===== config.mk =====
export PLATFORM = sky130hd
export DESIGN_NAME = hds_stencil_pipe_flat
export DESIGN_NICKNAME = d
export VERILOG_FILES = /design/src/rtl/hds_pkg.sv /design/src/rtl/hds_result_if.sv /design/src/rtl/hds_stencil_pipe.sv /design/src/flat_wrapper.sv
export SDC_FILE = /design/constraint.sdc
export NUM_CORES = 2
export LEC_CHECK = 0
export BUFFER_PORTS_ARGS = -buffer_cell sky130_fd_sc_hd__buf_2
export CORE_MARGIN = 1
export CORE_UTILIZATION = 35
export DETAILED_ROUTE_END_ITERATION = 8
export SLEW_MARGIN = 20
export SYNTH_ARGS = -nofsm -noshare
export SYNTH_HDL_FRONTEND = slang
export SYNTH_SLANG_ARGS = --single-unit

===== constraint.sdc =====
create_clock -name clk_i -period 7.9 [get_ports clk_i]
set_input_delay 0.79 -clock clk_i [delete_from_list [all_inputs] [get_ports clk_i]]
set_output_delay 0.79 -clock clk_i [all_outputs]
set_load 0.03 [all_outputs]

===== src/rtl/hds_pkg.sv =====
// Shared types and constants for the heat diffusion stencil pass unit.
// No dependencies; design files refer to this package by scoped names, testbenches import it.
package hds_pkg;

  // Field and register widths
  localparam int CELL_W     = 16;
  localparam int SUM_W      = CELL_W + 2;   // sum of four neighbours
  localparam int ALPHA_W    = 16;
  localparam int WC_W       = ALPHA_W + 3;  // 1 - 4a in Q2.16, signed
  localparam int COLS_W     = 8;
  localparam int ROWS_W     = 16;
  localparam int CNT_W      = 24;           // emitted result count
  localparam int PROD_W     = WC_W + CELL_W;
  localparam int ACC_W      = PROD_W + 2;
  localparam int FRAC_W     = 16;

  // Defaults
  localparam int MAX_COLUMNS = 128;
  localparam int ALPHA_RST   = 16384;
  localparam int COLUMNS_RST = 100;
  localparam int ROWS_RST    = 100;
  localparam int MIN_SIZE    = 3;

  // Configuration port
  localparam int CFG_IDX_W  = 2;
  localparam int CFG_DATA_W = 16;

  typedef enum logic [CFG_IDX_W-1:0] {
    CFG_ALPHA   = 2'd0,
    CFG_COLUMNS = 2'd1,
    CFG_ROWS    = 2'd2
  } cfg_idx_e;

  // Operands of one interior update, handed from the raster front end to the
  // arithmetic pipeline
  typedef struct packed {
    logic signed [CELL_W-1:0] centre;
    logic signed [SUM_W-1:0]  nsum;
    logic                     border;
    logic                     last;
  } tap_t;

endpackage


===== src/rtl/hds_result_if.sv =====
// Output channel of the heat diffusion stencil pass unit: one updated cell per
// transaction. Depends on hds_pkg for field widths.
interface hds_result_if;
  logic                             valid;
  logic                             ready;
  logic signed [hds_pkg::CELL_W-1:0] new_value;
  logic                             grid_last;

  modport source (output valid, new_value, grid_last, input ready);
  modport sink   (input valid, new_value, grid_last, output ready);
endinterface


===== src/rtl/hds_stencil_pipe.sv =====
// Arithmetic pipeline: weighted centre and neighbour products, round to
// nearest, saturate, output register. Depends on hds_pkg and hds_result_if.
module hds_stencil_pipe (
  input  logic                              clk_i,
  input  logic                              rst_ni,
  input  logic [hds_pkg::ALPHA_W-1:0]       alpha_i,
  input  logic signed [hds_pkg::WC_W-1:0]   wc_i,
  input  hds_pkg::tap_t                     tap_i,
  input  logic                              tap_valid_i,
  output logic                              tap_ready_o,
  hds_result_if.source                      result_o
);

  localparam int PW = hds_pkg::PROD_W;
  localparam int AW = hds_pkg::ACC_W;
  localparam int CW = hds_pkg::CELL_W;
  localparam int QW = AW - hds_pkg::FRAC_W;

  logic signed [PW-1:0] prod_c_q, prod_s_q;
  logic signed [CW-1:0] centre_q;
  logic                 border_q, last_q, s2_v_q;

  logic signed [CW-1:0] out_val_q, out_val_d;
  logic                 out_last_q, out_v_q;

  logic                 out_en, s2_en;
  logic signed [AW-1:0] acc;
  logic signed [QW-1:0] quo;
  logic [QW-CW:0]       hi;
  logic signed [CW-1:0] sat;

  // Stage enables: a stage loads when it is empty or its successor moves
  assign out_en      = !out_v_q || result_o.ready;
  assign s2_en       = !s2_v_q || out_en;
  assign tap_ready_o = s2_en;

  // Round to nearest (ties upward), then clamp to 16 bits
  always_comb begin
    acc = {{(AW-PW){prod_c_q[PW-1]}}, prod_c_q} + {{(AW-PW){prod_s_q[PW-1]}}, prod_s_q}
          + AW'(32768);
    quo = acc[AW-1:hds_pkg::FRAC_W];
    hi  = quo[QW-1:CW-1];
    if ((&hi) || !(|hi)) begin
      sat = quo[CW-1:0];
    end else if (quo[QW-1]) begin
      sat = {1'b1, {(CW-1){1'b0}}};
    end else begin
      sat = {1'b0, {(CW-1){1'b1}}};
    end
    out_val_d = border_q ? centre_q : sat;
  end

  always_ff @(posedge clk_i or negedge rst_ni) begin
    if (!rst_ni) begin
      s2_v_q  <= 1'b0;
      out_v_q <= 1'b0;
    end else begin
      if (s2_en) begin
        s2_v_q <= tap_valid_i;
      end
      if (out_en) begin
        out_v_q <= s2_v_q;
      end
    end
  end

  // Products, one multiplier each, registered; then the output register
  always_ff @(posedge clk_i) begin
    if (s2_en && tap_valid_i) begin
      prod_c_q <= wc_i * tap_i.centre;
      prod_s_q <= $signed({1'b0, alpha_i}) * tap_i.nsum;
      centre_q <= tap_i.centre;
      border_q <= tap_i.border;
      last_q   <= tap_i.last;
    end
    if (out_en && s2_v_q) begin
      out_val_q  <= out_val_d;
      out_last_q <= last_q;
    end
  end

  assign result_o.valid     = out_v_q;
  assign result_o.new_value = out_val_q;
  assign result_o.grid_last = out_last_q;

endmodule


===== src/flat_wrapper.sv =====
// flat-port wrapper written by rule: the top's interface ports become plain ports
module hds_stencil_pipe_flat 
  (clk_i, rst_ni, alpha_i, wc_i, tap_i, tap_valid_i, tap_ready_o, result_o_valid, result_o_new_value, result_o_grid_last, result_o_ready);
  hds_result_if result_o_i ();
  input  logic clk_i;
  input  logic rst_ni;
  input  logic [hds_pkg::ALPHA_W-1:0] alpha_i;
  input  logic signed [hds_pkg::WC_W-1:0] wc_i;
  input  hds_pkg::tap_t tap_i;
  input  logic tap_valid_i;
  output logic tap_ready_o;
  output wire logic [$bits(result_o_i.valid)-1:0] result_o_valid;
  output wire logic [$bits(result_o_i.new_value)-1:0] result_o_new_value;
  output wire logic [$bits(result_o_i.grid_last)-1:0] result_o_grid_last;
  input wire logic [$bits(result_o_i.ready)-1:0] result_o_ready;
  assign result_o_valid = result_o_i.valid;
  assign result_o_new_value = result_o_i.new_value;
  assign result_o_grid_last = result_o_i.grid_last;
  assign result_o_i.ready = result_o_ready;
  hds_stencil_pipe u_core (.clk_i(clk_i), .rst_ni(rst_ni), .alpha_i(alpha_i), .wc_i(wc_i), .tap_i(tap_i), .tap_valid_i(tap_valid_i), .tap_ready_o(tap_ready_o), .result_o(result_o_i));
endmodule

==> summary.txt <==
Synth
  • Top cells by area, synth: fa_1 (43%), edfxtp_1 (11%), inv_1 (9.8%)
  • Synth warnings: 0
  • Synth area leader: fa_1
  • Synth cell types: 70
  • Syn Area/Cell: approximately 9.4 um2
  • Number of synthesized register bits: 107
  • Synthesized area: ~28000 um2
  • Syn Nets: 3859
  • Synth async-reset ratio: under 10%
  • Mapped Cells: ~3000
  • Synth Flop Type: edfxtp_1
  • Number of flops mapped to enable cells by yosys: around 110
  • Top cell type's share of synthesized area: 42.8%
  • Sequential-to-total area share from yosys stat: a little under an eighth

Critical path
  • Crit Path Category: in2reg
  • Critical path's largest stage delay: just under 0.6 ns
  • Critical path arrival: 7.55 ns
  • Slowest CP cell: fa_1
  • Crit Path Max Fanout: 12
  • Crit end category: flop
  • Critical Path Start Type: input pin
  • Worst path required time: between 8 and 9 ns
  • Cell repeated most along the worst path: fa_1
  • Worst path cell trace: buf_2 -> nand2_1 -> fa_1 -> fa_1 -> fa_1 -> fa_1 -> inv_1 -> fa_1 -> fa_1 -> ha_1 -> a21o_1 -> a21o_1 -> a21o_1 -> o32a_1 -> a2111oi_0 -> buf_4 -> nor4_1 -> o41ai_1 -> buf_4 -> a21o_1 -> nand3_1 -> a21o_1 -> a31oi_1 -> xnor2_1

Clock network
  • Worst-path clk slew: around 0.070 ns
  • Max H-tree Level: 3
  • Maximum clock path buffer count: 2
  • TritonCTS Buffers: 9
  • Setup bufs post-CTS: 0
  • Clock sink count: ~110
  • Root buffer cell: clkbuf_16
  • Post-CTS resize count: 0
  • Hold buffers post-CTS: 0
  • CTS tree: done
  • Clk Latency, worst-skew pair: 0.40 ns

Timing
  • Measured slew at the worst slew-check pin: ~1.1 ns
  • Normalized max-slew margin: between 20% and 30%
  • RSZ-0062 raised after global routing: false
  • Setup TNS: 0 ns
  • Final hold violations: 0
  • Max Slew Vio Count: 0
  • Setup Skew: roughly 0.019 ns
  • Max Clk Rate: 135 MHz
  • Min Hold Slack: roughly 0.17 ns
  • Setup-violating endpoint count in the final report: 0
  • Tmin final: about 7.4 ns
  • Final period util: 93.7%

Route
  • Iter 0 DRT Violations: around 880
  • Detailed Routing Iterations Pass 1: 5
  • Total Wirelength: roughly 64000 um
  • Routed WL per cell: ~16 um
  • DRC Markers: 0
  • Post-route ant nets: 0
  • Detailed-route via count: 19436
  • Via density: about 4.8

Placement
  • Global placement routability congestion: 0.841
  • Placed cell area: 29600 um2
  • Buffers on Ports: 93
  • Final HPWL DP: approximately 54000 um

Floorplan
  • Starting Density: between 30% and 40%
  • CORE AREA: between 70000 and 80000 um2
  • Num rows: about 100
  • Ports: between 90 and 100
  • Chip Width: 285 um
  • Total die area: ~81000 um2
  • Die Y: about 280 um

Finish
  • Area grow syn2layout: 7.01%
  • Commonest non-fill, non-tap cells in the layout: inv_1 (730), fa_1 (597), nand2_1 (355), and2_1 (277), ha_1 (212)
  • Leading cell type in the layout, fill and taps excluded: inv_1
  • Fin nets: a little under 4000
  • Layout cell share with drive strength beyond 1: approximately 5.9%
  • Layout Cell Area excl Fill: around 30000 um2
  • Diode count: 0

GRT
  • Grt total ovfl: 0
  • GRT Util Overall: between 15 and 20%
  • Vias in the first global route: roughly 21000
  • First-pass GRT wire length: about 110000 um
  • Largest net degree at the start of global routing: 81
  • Antenna violations before repair: 1

Hold path
  • Hold Path Class: in2async

Flow run
  • Max-Cap Viols: 0

Outcome
  • Status: finished, final reports clean
layer usage:
metal | global-route usage (%) | wire, um | vias up
li1 | - | - | 9066
met1 | 20.7 | 26300 | 9943
met2 | 30.4 | 33500 | 336
met3 | 2.51 | 2520 | 89
met4 | 4.68 | 1730 | 2
met5 | 0 | 17 | -
area by class of cell:
cell class,count,area (um2)
flip-flops and latches,107,3200
repair buffers,131,758
clock inverters,7,51.3
fillers,8001,49100
well taps,1050,1310
clock buffers,9,225
multi-input cells,2036,21600
inverters,731,2740
Yosys cell counts, types with 6 or more instances:
cell,count
nor2b_1,7
o21bai_1,15
and2_1,278
o211ai_1,9
nand4_1,11
and4_1,6
nor2_1,85
and3_1,11
or3_1,10
mux2i_1,6
xnor2_1,82
nand2b_1,13
nor4_1,7
clkbuf_1,93
or2_2,8
o22ai_1,9
fa_1,597
nand3_1,20
a21oi_1,72
o22ai_2,10
o21a_1,11
nor3_1,14
a21o_1,29
edfxtp_1,105
xor2_1,20
a211oi_1,10
o21ai_0,53
nand2_1,355
ha_1,212
a31oi_1,10
inv_1,730
stage by stage:
stage | worst slack, ns | cells | util, %
after global routing | 0.114 | 4071 | 37.9
after detailed placement | 0.0920 | 4054 | 37.5
final | 0.498 | 4071 | 37.9
after floorplan | 0.298 | 2975 | -
after CTS | 0.478 | 4070 | 37.8
after global placement | 0.126 | 4054 | 37.5
registers in the layout, indices dropped and copies added (netlist names):
name / cells
u_core.centre_q: 16
u_core.prod_s_q: 35
u_core.result_o.valid: 1
u_core.result_o.grid_last: 1
u_core.s2_v_q: 1
u_core.last_q: 1
u_core.border_q: 1
u_core.result_o.new_value: 16
u_core.prod_c_q: 35
critical path: cells and delay by family:
| family | cells | cell delay [ns] |
|---|---|---|
| xor gates and xnor gates | 1 | 0.08 |
| adders and majority gates | 7 | 3.39 |
| buffers and inverters | 4 | 0.70 |
| AOI/OAI and AO/OA | 9 | 2.23 |
| and+or+nand+nor | 3 | 0.34 |
final timing paths:
path / end / slack, ns / depth (start not counted) / startpoint
worst min-delay path: u_core.result_o.valid$_DFFE_PN0P_ / 0.17 / 1 / rst_ni
worst max register to register: u_core.result_o.new_value[14]$_DFFE_PP_ / 2.47 / 14 / u_core.prod_c_q[9]$_DFFE_PP_
min in group clk_i: u_core.result_o.grid_last$_DFFE_PP_ / 0.42 / 0 / u_core.last_q$_DFFE_PP_
worst max-delay path: u_core.prod_c_q[32]$_DFFE_PP_ / 0.50 / 24 / tap_i[21]
max in group asynchronous: u_core.s2_v_q$_DFFE_PN0N_ / 7.63 / 1 / rst_ni
worst min register to register: u_core.result_o.grid_last$_DFFE_PP_ / 0.42 / 0 / u_core.last_q$_DFFE_PP_
kinds of logic (layout without fill, tap and decap cells):
logic type	Yosys count	in the layout	synth area share (%)
XOR/XNOR	102	102	3.20
flip-flops	107	107	11.5
AND/OR/NAND/NOR	836	836	14.8
buffers and inverters	832	878	11.2
adder cells (fa/ha/maj)	809	809	52.3
multiplexers	7	7	0.255
AO/OA/AOI/OAI	282	282	6.78
Power is not shown: default switching activity piles up to over one toggle a cycle in this logic, so the estimate is an artifact.
