**config.mk**
```make
export PLATFORM = sky130hd
export DESIGN_NAME = hds_raster_ctrl_flat
export DESIGN_NICKNAME = d
export VERILOG_FILES = /design/src/rtl/hds_pkg.sv /design/src/rtl/hds_cell_if.sv /design/src/rtl/hds_raster_ctrl.sv /design/src/flat_wrapper.sv
export SDC_FILE = /design/constraint.sdc
export NUM_CORES = 2
export LEC_CHECK = 0
export ABC_CLOCK_PERIOD_IN_PS = 18650
export BUFFER_PORTS_ARGS = -buffer_cell sky130_fd_sc_hd__buf_4
export CAP_MARGIN = 20
export CORE_MARGIN = 4
export CORE_UTILIZATION = 50
export DETAILED_ROUTE_END_ITERATION = 8
export GPL_TIMING_DRIVEN = 0
export PLACE_DENSITY_LB_ADDON = 0.05
export SETUP_SLACK_MARGIN = 0.05
export SYNTH_ARGS = -nofsm -noshare
export SYNTH_HDL_FRONTEND = slang
export SYNTH_SLANG_ARGS = --single-unit
```
**constraint.sdc**
```tcl
create_clock -name clk_i -period 18.65 [get_ports clk_i]
set_clock_uncertainty 0.2 [all_clocks]
set_input_delay 3.73 -clock clk_i [delete_from_list [all_inputs] [get_ports clk_i]]
set_output_delay 3.73 -clock clk_i [all_outputs]
set_load 0.05 [all_outputs]
```
**src/rtl/hds_pkg.sv**
```systemverilog
// Shared types and constants for the heat diffusion stencil pass unit.
// No dependencies; design files refer to this package by scoped names, testbenches import it.
package hds_pkg;

  // Field and register widths
  localparam int CELL_W     = 16;
  localparam int SUM_W      = CELL_W + 2;   // sum of four neighbours
  localparam int ALPHA_W    = 16;
  localparam int WC_W       = ALPHA_W + 3;  // 1 - 4a in Q2.16, signed
  localparam int COLS_W     = 8;
  localparam int ROWS_W     = 16;
  localparam int CNT_W      = 24;           // emitted result count
  localparam int PROD_W     = WC_W + CELL_W;
  localparam int ACC_W      = PROD_W + 2;
  localparam int FRAC_W     = 16;

  // Defaults
  localparam int MAX_COLUMNS = 128;
  localparam int ALPHA_RST   = 16384;
  localparam int COLUMNS_RST = 100;
  localparam int ROWS_RST    = 100;
  localparam int MIN_SIZE    = 3;

  // Configuration port
  localparam int CFG_IDX_W  = 2;
  localparam int CFG_DATA_W = 16;

  typedef enum logic [CFG_IDX_W-1:0] {
    CFG_ALPHA   = 2'd0,
    CFG_COLUMNS = 2'd1,
    CFG_ROWS    = 2'd2
  } cfg_idx_e;

  // Operands of one interior update, handed from the raster front end to the
  // arithmetic pipeline
  typedef struct packed {
    logic signed [CELL_W-1:0] centre;
    logic signed [SUM_W-1:0]  nsum;
    logic                     border;
    logic                     last;
  } tap_t;

endpackage

```
**src/rtl/hds_cell_if.sv**
```systemverilog
// Input channel of the heat diffusion stencil pass unit: one raster cell or a
// flush per transaction. Depends on hds_pkg for field widths.
interface hds_cell_if;
  logic                             valid;
  logic                             ready;
  logic signed [hds_pkg::CELL_W-1:0] cell_value;
  logic                             flush;

  modport source (output valid, cell_value, flush, input ready);
  modport sink   (input valid, cell_value, flush, output ready);
endinterface

```
**src/rtl/hds_raster_ctrl.sv**
```systemverilog
// Raster front end: line buffer memory, four-cell window, raster position and
// result count. Depends on hds_pkg and hds_cell_if.
module hds_raster_ctrl #(
  parameter int  MaxColumns = hds_pkg::MAX_COLUMNS,
  localparam int ColW       = $clog2(MaxColumns),
  localparam int CntW       = $clog2(MaxColumns + 1),
  localparam int TotW       = hds_pkg::ROWS_W + CntW
) (
  input  logic                       clk_i,
  input  logic                       rst_ni,
  input  logic                       restart_i,
  input  logic [CntW-1:0]            eff_cols_i,
  input  logic [hds_pkg::ROWS_W-1:0] eff_rows_i,
  input  logic [TotW-1:0]            total_i,
  hds_cell_if.sink                   cell_i,
  output hds_pkg::tap_t              tap_o,
  output logic                       tap_valid_o,
  input  logic                       tap_ready_i
);

  localparam int CmpW  = (TotW > hds_pkg::CNT_W) ? TotW : hds_pkg::CNT_W;
  localparam int CW    = hds_pkg::CELL_W;
  localparam int SW    = hds_pkg::SUM_W;

  // Line buffer entry: older row in the upper half, previous row below
  logic [2*CW-1:0] lb_mem [MaxColumns];
  logic [2*CW-1:0] rd_q;
  logic [2*CW-1:0] wr_data;
  logic            wr_en;

  logic [ColW-1:0]            col_q, col_d;
  logic [hds_pkg::ROWS_W-1:0] row_q, row_d;
  logic [hds_pkg::CNT_W-1:0]  emitted_q, emitted_d, cnt_inc;

  // Window: up, centre, down of the newest column and centre of the one before
  logic signed [CW-1:0] win_up_q, win_ctr_q, win_dn_q, win_left_q;
  logic signed [CW-1:0] win_up_d, win_ctr_d, win_dn_d, win_left_d;

  hds_pkg::tap_t tap_q, tap_d;
  logic          tap_v_q, tap_v_d;

  logic                 take, draining, noop, step, emit, grid_end, is_last, clear;
  logic [CntW-1:0]      col_inc;
  logic                 col_wrap;
  logic signed [CW-1:0] mid, top, x;

  // Line buffer: read one column ahead, forward a write to the same entry
  always_ff @(posedge clk_i) begin
    if (wr_en) begin
      lb_mem[col_q] <= wr_data;
    end
    if (wr_en && (col_q == col_d)) begin
      rd_q <= wr_data;
    end else begin
      rd_q <= lb_mem[col_d];
    end
  end

  // Decode the transaction against the raster position
  always_comb begin
    take     = cell_i.valid && cell_i.ready;
    draining = row_q >= eff_rows_i;
    noop     = cell_i.flush && !draining;
    step     = take && !noop;
    emit     = ((row_q != '0) && (col_q != '0)) || (row_q >= hds_pkg::ROWS_W'(2));
    mid      = $signed(rd_q[CW-1:0]);
    top      = $signed(rd_q[2*CW-1:CW]);
    x        = draining ? '0 : cell_i.cell_value;
    col_inc  = CntW'(col_q) + CntW'(1);
    col_wrap = col_inc >= eff_cols_i;
    cnt_inc  = emitted_q + hds_pkg::CNT_W'(1);
    is_last  = CmpW'(cnt_inc) == CmpW'(total_i);
    grid_end = step && emit && is_last;
    clear    = restart_i || grid_end;
    wr_en    = step;
    wr_data  = {mid, x};
  end

  // Clear on restart or grid end, else advance position, count and window
  always_comb begin
    col_d      = col_q;
    row_d      = row_q;
    emitted_d  = emitted_q;
    win_up_d   = win_up_q;
    win_ctr_d  = win_ctr_q;
    win_dn_d   = win_dn_q;
    win_left_d = win_left_q;
    if (clear) begin
      col_d      = '0;
      row_d      = '0;
      emitted_d  = '0;
      win_up_d   = '0;
      win_ctr_d  = '0;
      win_dn_d   = '0;
      win_left_d = '0;
    end else if (step) begin
      col_d      = col_wrap ? '0 : col_inc[ColW-1:0];
      if (col_wrap && (row_q < eff_rows_i)) begin
        row_d = row_q + hds_pkg::ROWS_W'(1);
      end
      if (emit) begin
        emitted_d = cnt_inc;
      end
      win_left_d = win_ctr_q;
      win_up_d   = top;
      win_ctr_d  = mid;
      win_dn_d   = x;
    end
  end

  // Hold the operand stage until the pipeline takes it
  always_comb begin
    cell_i.ready = !tap_v_q || tap_ready_i;
    tap_v_d      = tap_v_q;
    tap_d        = tap_q;
    if (cell_i.ready) begin
      tap_v_d = step && emit;
    end
    if (step && emit) begin
      tap_d.centre = win_ctr_q;
      tap_d.nsum   = SW'(win_left_q) + SW'(mid) + SW'(win_up_q) + SW'(win_dn_q);
      tap_d.border = (col_q <= ColW'(1)) || (row_q == hds_pkg::ROWS_W'(1)) || draining;
      tap_d.last   = is_last;
    end
  end

  always_ff @(posedge clk_i or negedge rst_ni) begin
    if (!rst_ni) begin
      col_q      <= '0;
      row_q      <= '0;
      emitted_q  <= '0;
      win_up_q   <= '0;
      win_ctr_q  <= '0;
      win_dn_q   <= '0;
      win_left_q <= '0;
      tap_v_q    <= 1'b0;
    end else begin
      col_q      <= col_d;
      row_q      <= row_d;
      emitted_q  <= emitted_d;
      win_up_q   <= win_up_d;
      win_ctr_q  <= win_ctr_d;
      win_dn_q   <= win_dn_d;
      win_left_q <= win_left_d;
      tap_v_q    <= tap_v_d;
    end
  end

  // Operand payload
  always_ff @(posedge clk_i) begin
    tap_q <= tap_d;
  end

  assign tap_o       = tap_q;
  assign tap_valid_o = tap_v_q;

endmodule

```
**src/flat_wrapper.sv**
```systemverilog
// flat-port wrapper written by rule: the top's interface ports become plain ports
module hds_raster_ctrl_flat 
#(
  parameter int  MaxColumns = hds_pkg::MAX_COLUMNS,
  localparam int ColW       = $clog2(MaxColumns),
  localparam int CntW       = $clog2(MaxColumns + 1),
  localparam int TotW       = hds_pkg::ROWS_W + CntW
)
  (clk_i, rst_ni, restart_i, eff_cols_i, eff_rows_i, total_i, tap_o, tap_valid_o, tap_ready_i, cell_i_valid, cell_i_cell_value, cell_i_flush, cell_i_ready);
  hds_cell_if cell_i_i ();
  input  logic clk_i;
  input  logic rst_ni;
  input  logic restart_i;
  input  logic [CntW-1:0] eff_cols_i;
  input  logic [hds_pkg::ROWS_W-1:0] eff_rows_i;
  input  logic [TotW-1:0] total_i;
  output hds_pkg::tap_t tap_o;
  output logic tap_valid_o;
  input  logic tap_ready_i;
  input wire logic [$bits(cell_i_i.valid)-1:0] cell_i_valid;
  input wire logic [$bits(cell_i_i.cell_value)-1:0] cell_i_cell_value;
  input wire logic [$bits(cell_i_i.flush)-1:0] cell_i_flush;
  output wire logic [$bits(cell_i_i.ready)-1:0] cell_i_ready;
  assign cell_i_i.valid = cell_i_valid;
  assign cell_i_i.cell_value = cell_i_cell_value;
  assign cell_i_i.flush = cell_i_flush;
  assign cell_i_ready = cell_i_i.ready;
  hds_raster_ctrl #(.MaxColumns(MaxColumns)) u_core (.clk_i(clk_i), .rst_ni(rst_ni), .restart_i(restart_i), .eff_cols_i(eff_cols_i), .eff_rows_i(eff_rows_i), .total_i(total_i), .cell_i(cell_i_i), .tap_o(tap_o), .tap_valid_o(tap_valid_o), .tap_ready_i(tap_ready_i));
endmodule
```
==> results.md <==
* Cell row count at between 200 and 250
* Synth Warn # at 0
* Placer Congestion at 0.957
* CTS root buf: clkbuf_16
* Post-DRT Antenna Nets at 0
* Crit path cell chain: clkbuf_1 -> clkbuf_1 -> clkbuf_1 -> clkbuf_1 -> mux4_2 -> mux2i_1 -> o22ai_1 -> nor4_1 -> o21ai_0 -> nor3_1 -> inv_6 -> buf_16 -> ha_1 -> ha_1 -> fa_1 -> a21o_1 -> a21oi_1 -> nor2b_1 -> o211ai_1 -> a31oi_1 -> a41o_1 -> a21oi_1 -> xnor2_1
* CTS Buffer Depth at 4
* Critical setup path kind: flop to flop
* Avg WL per Cell at 40.1 um
* Core box area at roughly 330000 um^2
* Gate power share at 6.5%
* Mapped cell area at around 170000 um^2
* Max Freq at approximately 0.094 GHz
* Via Count at 85600
* Register area share after synthesis at approximately 77%
* Largest net degree at the start of global routing at 101
* IO Count at about 110
* Worst hold-check path type: flop to flop
* Postcts setup bufs at 0
* Post-synthesis xor/xnor area fraction at 0.312%
* Ys flop type: edfxtp_1
* Cts bufs inserted at about 440
* CTS H-Tree Depth at 5
* Max Cap Viol at 0
* Clock power share at a little over two fifths
* Tightest Pin Transition at approximately 1.4 ns
* PD cells at roughly 110 nW/um^2
* I/O Buffers at 105
* DIE WIDTH at roughly 600 um
* Compound-Gate Fraction of Synth Area at 1.48%
* Initial Util at between 50% and 60%
* Routed wire length at around 530 mm
* Synth async-reset ratio at 2.63%
* Mux cell area share after synthesis at between 15 and 20%
* Post-DP HPWL at 364 mm
* Fin cells at between 10000 and 15000
* R2r setup slk at approximately 8 ns
* CTS tree: yes
* # setup viols final at 0
* Number of antenna violations at the first check in global routing at 43
* Layout cells sized above 1 at 26.4%
* Die height at about 580 um
* Rel. slew slack at under 10%
* Worst path most repeated cell: clkbuf_1
* Internal at between 15000 and 20000 uW
* Critical Path End Type: flop
* Switching Share at 22.5%
* Switching power total at 4610 uW
* Vias in the first global route at slightly above 80000
* LEAKAGE at about 0.059 uW
* Critical Path Slowest Stage Cell: clkbuf_1
* Die area at approximately 340000 um^2
* Syn Nets at ~8000
* Gr ovfl total at 0
* Most frequent cells after synthesis: edfxtp_1, mux4_2, mux2i_1, nand2_1, clkbuf_1
* CTS Sinks at between 4000 and 5000
* Maximum VDD drop at just under 90 uV
* Final instance area at around 190000 um^2
* Largest family of logic cells by synthesized area: multiplexers
* Layout Nets at between 8000 and 9000
* Post-Synth Adder-Cell Area at less than 1%
* Worst EP arrival at about 11 ns
* Seq cells post-synth at about 4300
* Delay-heaviest family, CP: buffers and inverters
* Hold-fix buffers at CTS at 0
* Sequential power share at 51.9%
* Final Max Slew Viols at 0
* Top-count cell post-synth: edfxtp_1
* Number of flops mapped to enable cells by yosys at about 4100
* Post-CTS Resized at 0
* TritonRoute pass-1 iters at 8
* Largest area contributor in the netlist: edfxtp_1
* Status: completed
* Mapped Cells at between 7000 and 8000
* Vias per std cell at 6.50
* Hold Worst Slack at roughly 0.28 ns
* Unrepaired setup endpoints after global routing: false
* Cells after DPL at between 10000 and 15000
* Main area contributors after synthesis: edfxtp_1, mux4_2, mux2i_1
* Period Utilization, post-route at between 50% and 60%
* DP Area at 178000 um^2
* Final hold vios at 0
* Worst setup SP type: flop
* Worst Path Required at ~19 ns
* Crit path time final at 10.64 ns
* Worst Path Max Fanout at 65
* Clock transition at the registers of the reported paths at ~0.060 ns
* Syn_area_per_cell at 21.7 um^2
* DRC at 0
* Worst skew pair latency at between 1 and 1.5 ns
* Critical Path Max Stage Delay at approximately 0.91 ns
* Netlist cell types at 67
* Crit path buffers/inverters at 6
* Setup TNS at 0 ns
* Simple-gate share of the synthesized area at approximately 2.2%
* Area growth syn-to-layout at 16.1%
* Share of the synthesized area in the top cell type at about 75%
* Gr usage total at approximately 31%
* Global-route wire length before repair at ~710 mm
* DRT iter0 DRCs at ~12000
## logic make-up after synthesis
family | count (synthesis)
simple gates | 798
fa+ha+maj | 83
flops | 4251
compound gates | 411
buf+inv | 538
xor+xnor | 59
mux | 1481
## flip-flops by register name, indices dropped and copies added, names as in the netlist, named ones only
register	count
u_core.win_left_q	16
u_core.emitted_q	24
u_core.row_q	16
u_core.lb_mem	4096
u_core.win_ctr_q	16
u_core.tap_o	36
u_core.win_dn_q	16
u_core.col_q	7
u_core.tap_valid_o	1
u_core.win_up_q	16
## layout by cell type (no fill, tap or decap), types with 114 or more instances in the layout
cell,count
buf_12,128
clkbuf_16,447
inv_1,118
nand2_1,288
clkbuf_1,295
o21ai_0,126
edfxtp_1,4132
mux4_2,1088
o22ai_1,125
buf_4,114
buf_1,125
mux2i_1,391
nor2_4,129
## through the flow
step / power [uW] / worst slack (ns) / util (%)
2_1_floorplan: 11600 / 10.55 / -
3_3_place_gp: 12100 / 5.45 / 52.3
3_5_place_dp: 12200 / 8.11 / 54.2
4_1_cts: 20600 / 8.05 / 58.4
5_1_grt: 21100 / 7.95 / 58.5
6_report: 20500 / 8.01 / 58.5
## tightest hold or removal path, cell delays in order (launching register included)
cell and delay [ns]:
dfrtp_1 0.34, nand2_1 0.04, o21ai_0 0.06
## layout make-up
class                   count  area, um^2
well taps                4346        5440
inverters                 151         704
clock buffers             548       11600
diodes                     19        47.5
clock inverters           251        2280
multi-input cells        2832       37400
fillers                 23900      136000
flip-flops and latches   4251      127000
repair buffers            383        6030
plain buffers             387        1550
## path summary, 6_finish.rpt
check,start,end,cells after the start
min in group asynchronous,rst_ni,u_core.emitted_q[15]$_DFFE_PN0P_,1
max,flop,u_core.tap_o[19]$_DFFE_PP_,23
max in group asynchronous,rst_ni,u_core.win_left_q[4]$_DFFE_PN0P_,2
min,u_core.win_left_q[0]$_DFFE_PN0P_,u_core.win_left_q[0]$_DFFE_PN0P_,2
max reg2reg,flop,u_core.tap_o[19]$_DFFE_PP_,23
min reg2reg,u_core.win_left_q[0]$_DFFE_PN0P_,u_core.win_left_q[0]$_DFFE_PN0P_,2
## power by group through the flow
stage,logic [uW],registers (uW),clock network (uW)
2_1_floorplan,663,10900,0
3_3_place_gp,1220,10900,0
3_5_place_dp,1330,10800,0
4_1_cts,1330,10600,8640
5_1_grt,1400,10600,9060
6_report,1340,10600,8530
## per-layer routing
layer	wire (um)	vias up	global-route usage, %
li1	-	33500	-
met1	207000	46400	44.4
met2	234000	4776	45.2
met5	261	-	0.439
met4	27700	10	13.4
met3	58900	882	8.31
No activity file was read; power rests on OpenSTA's default activity.
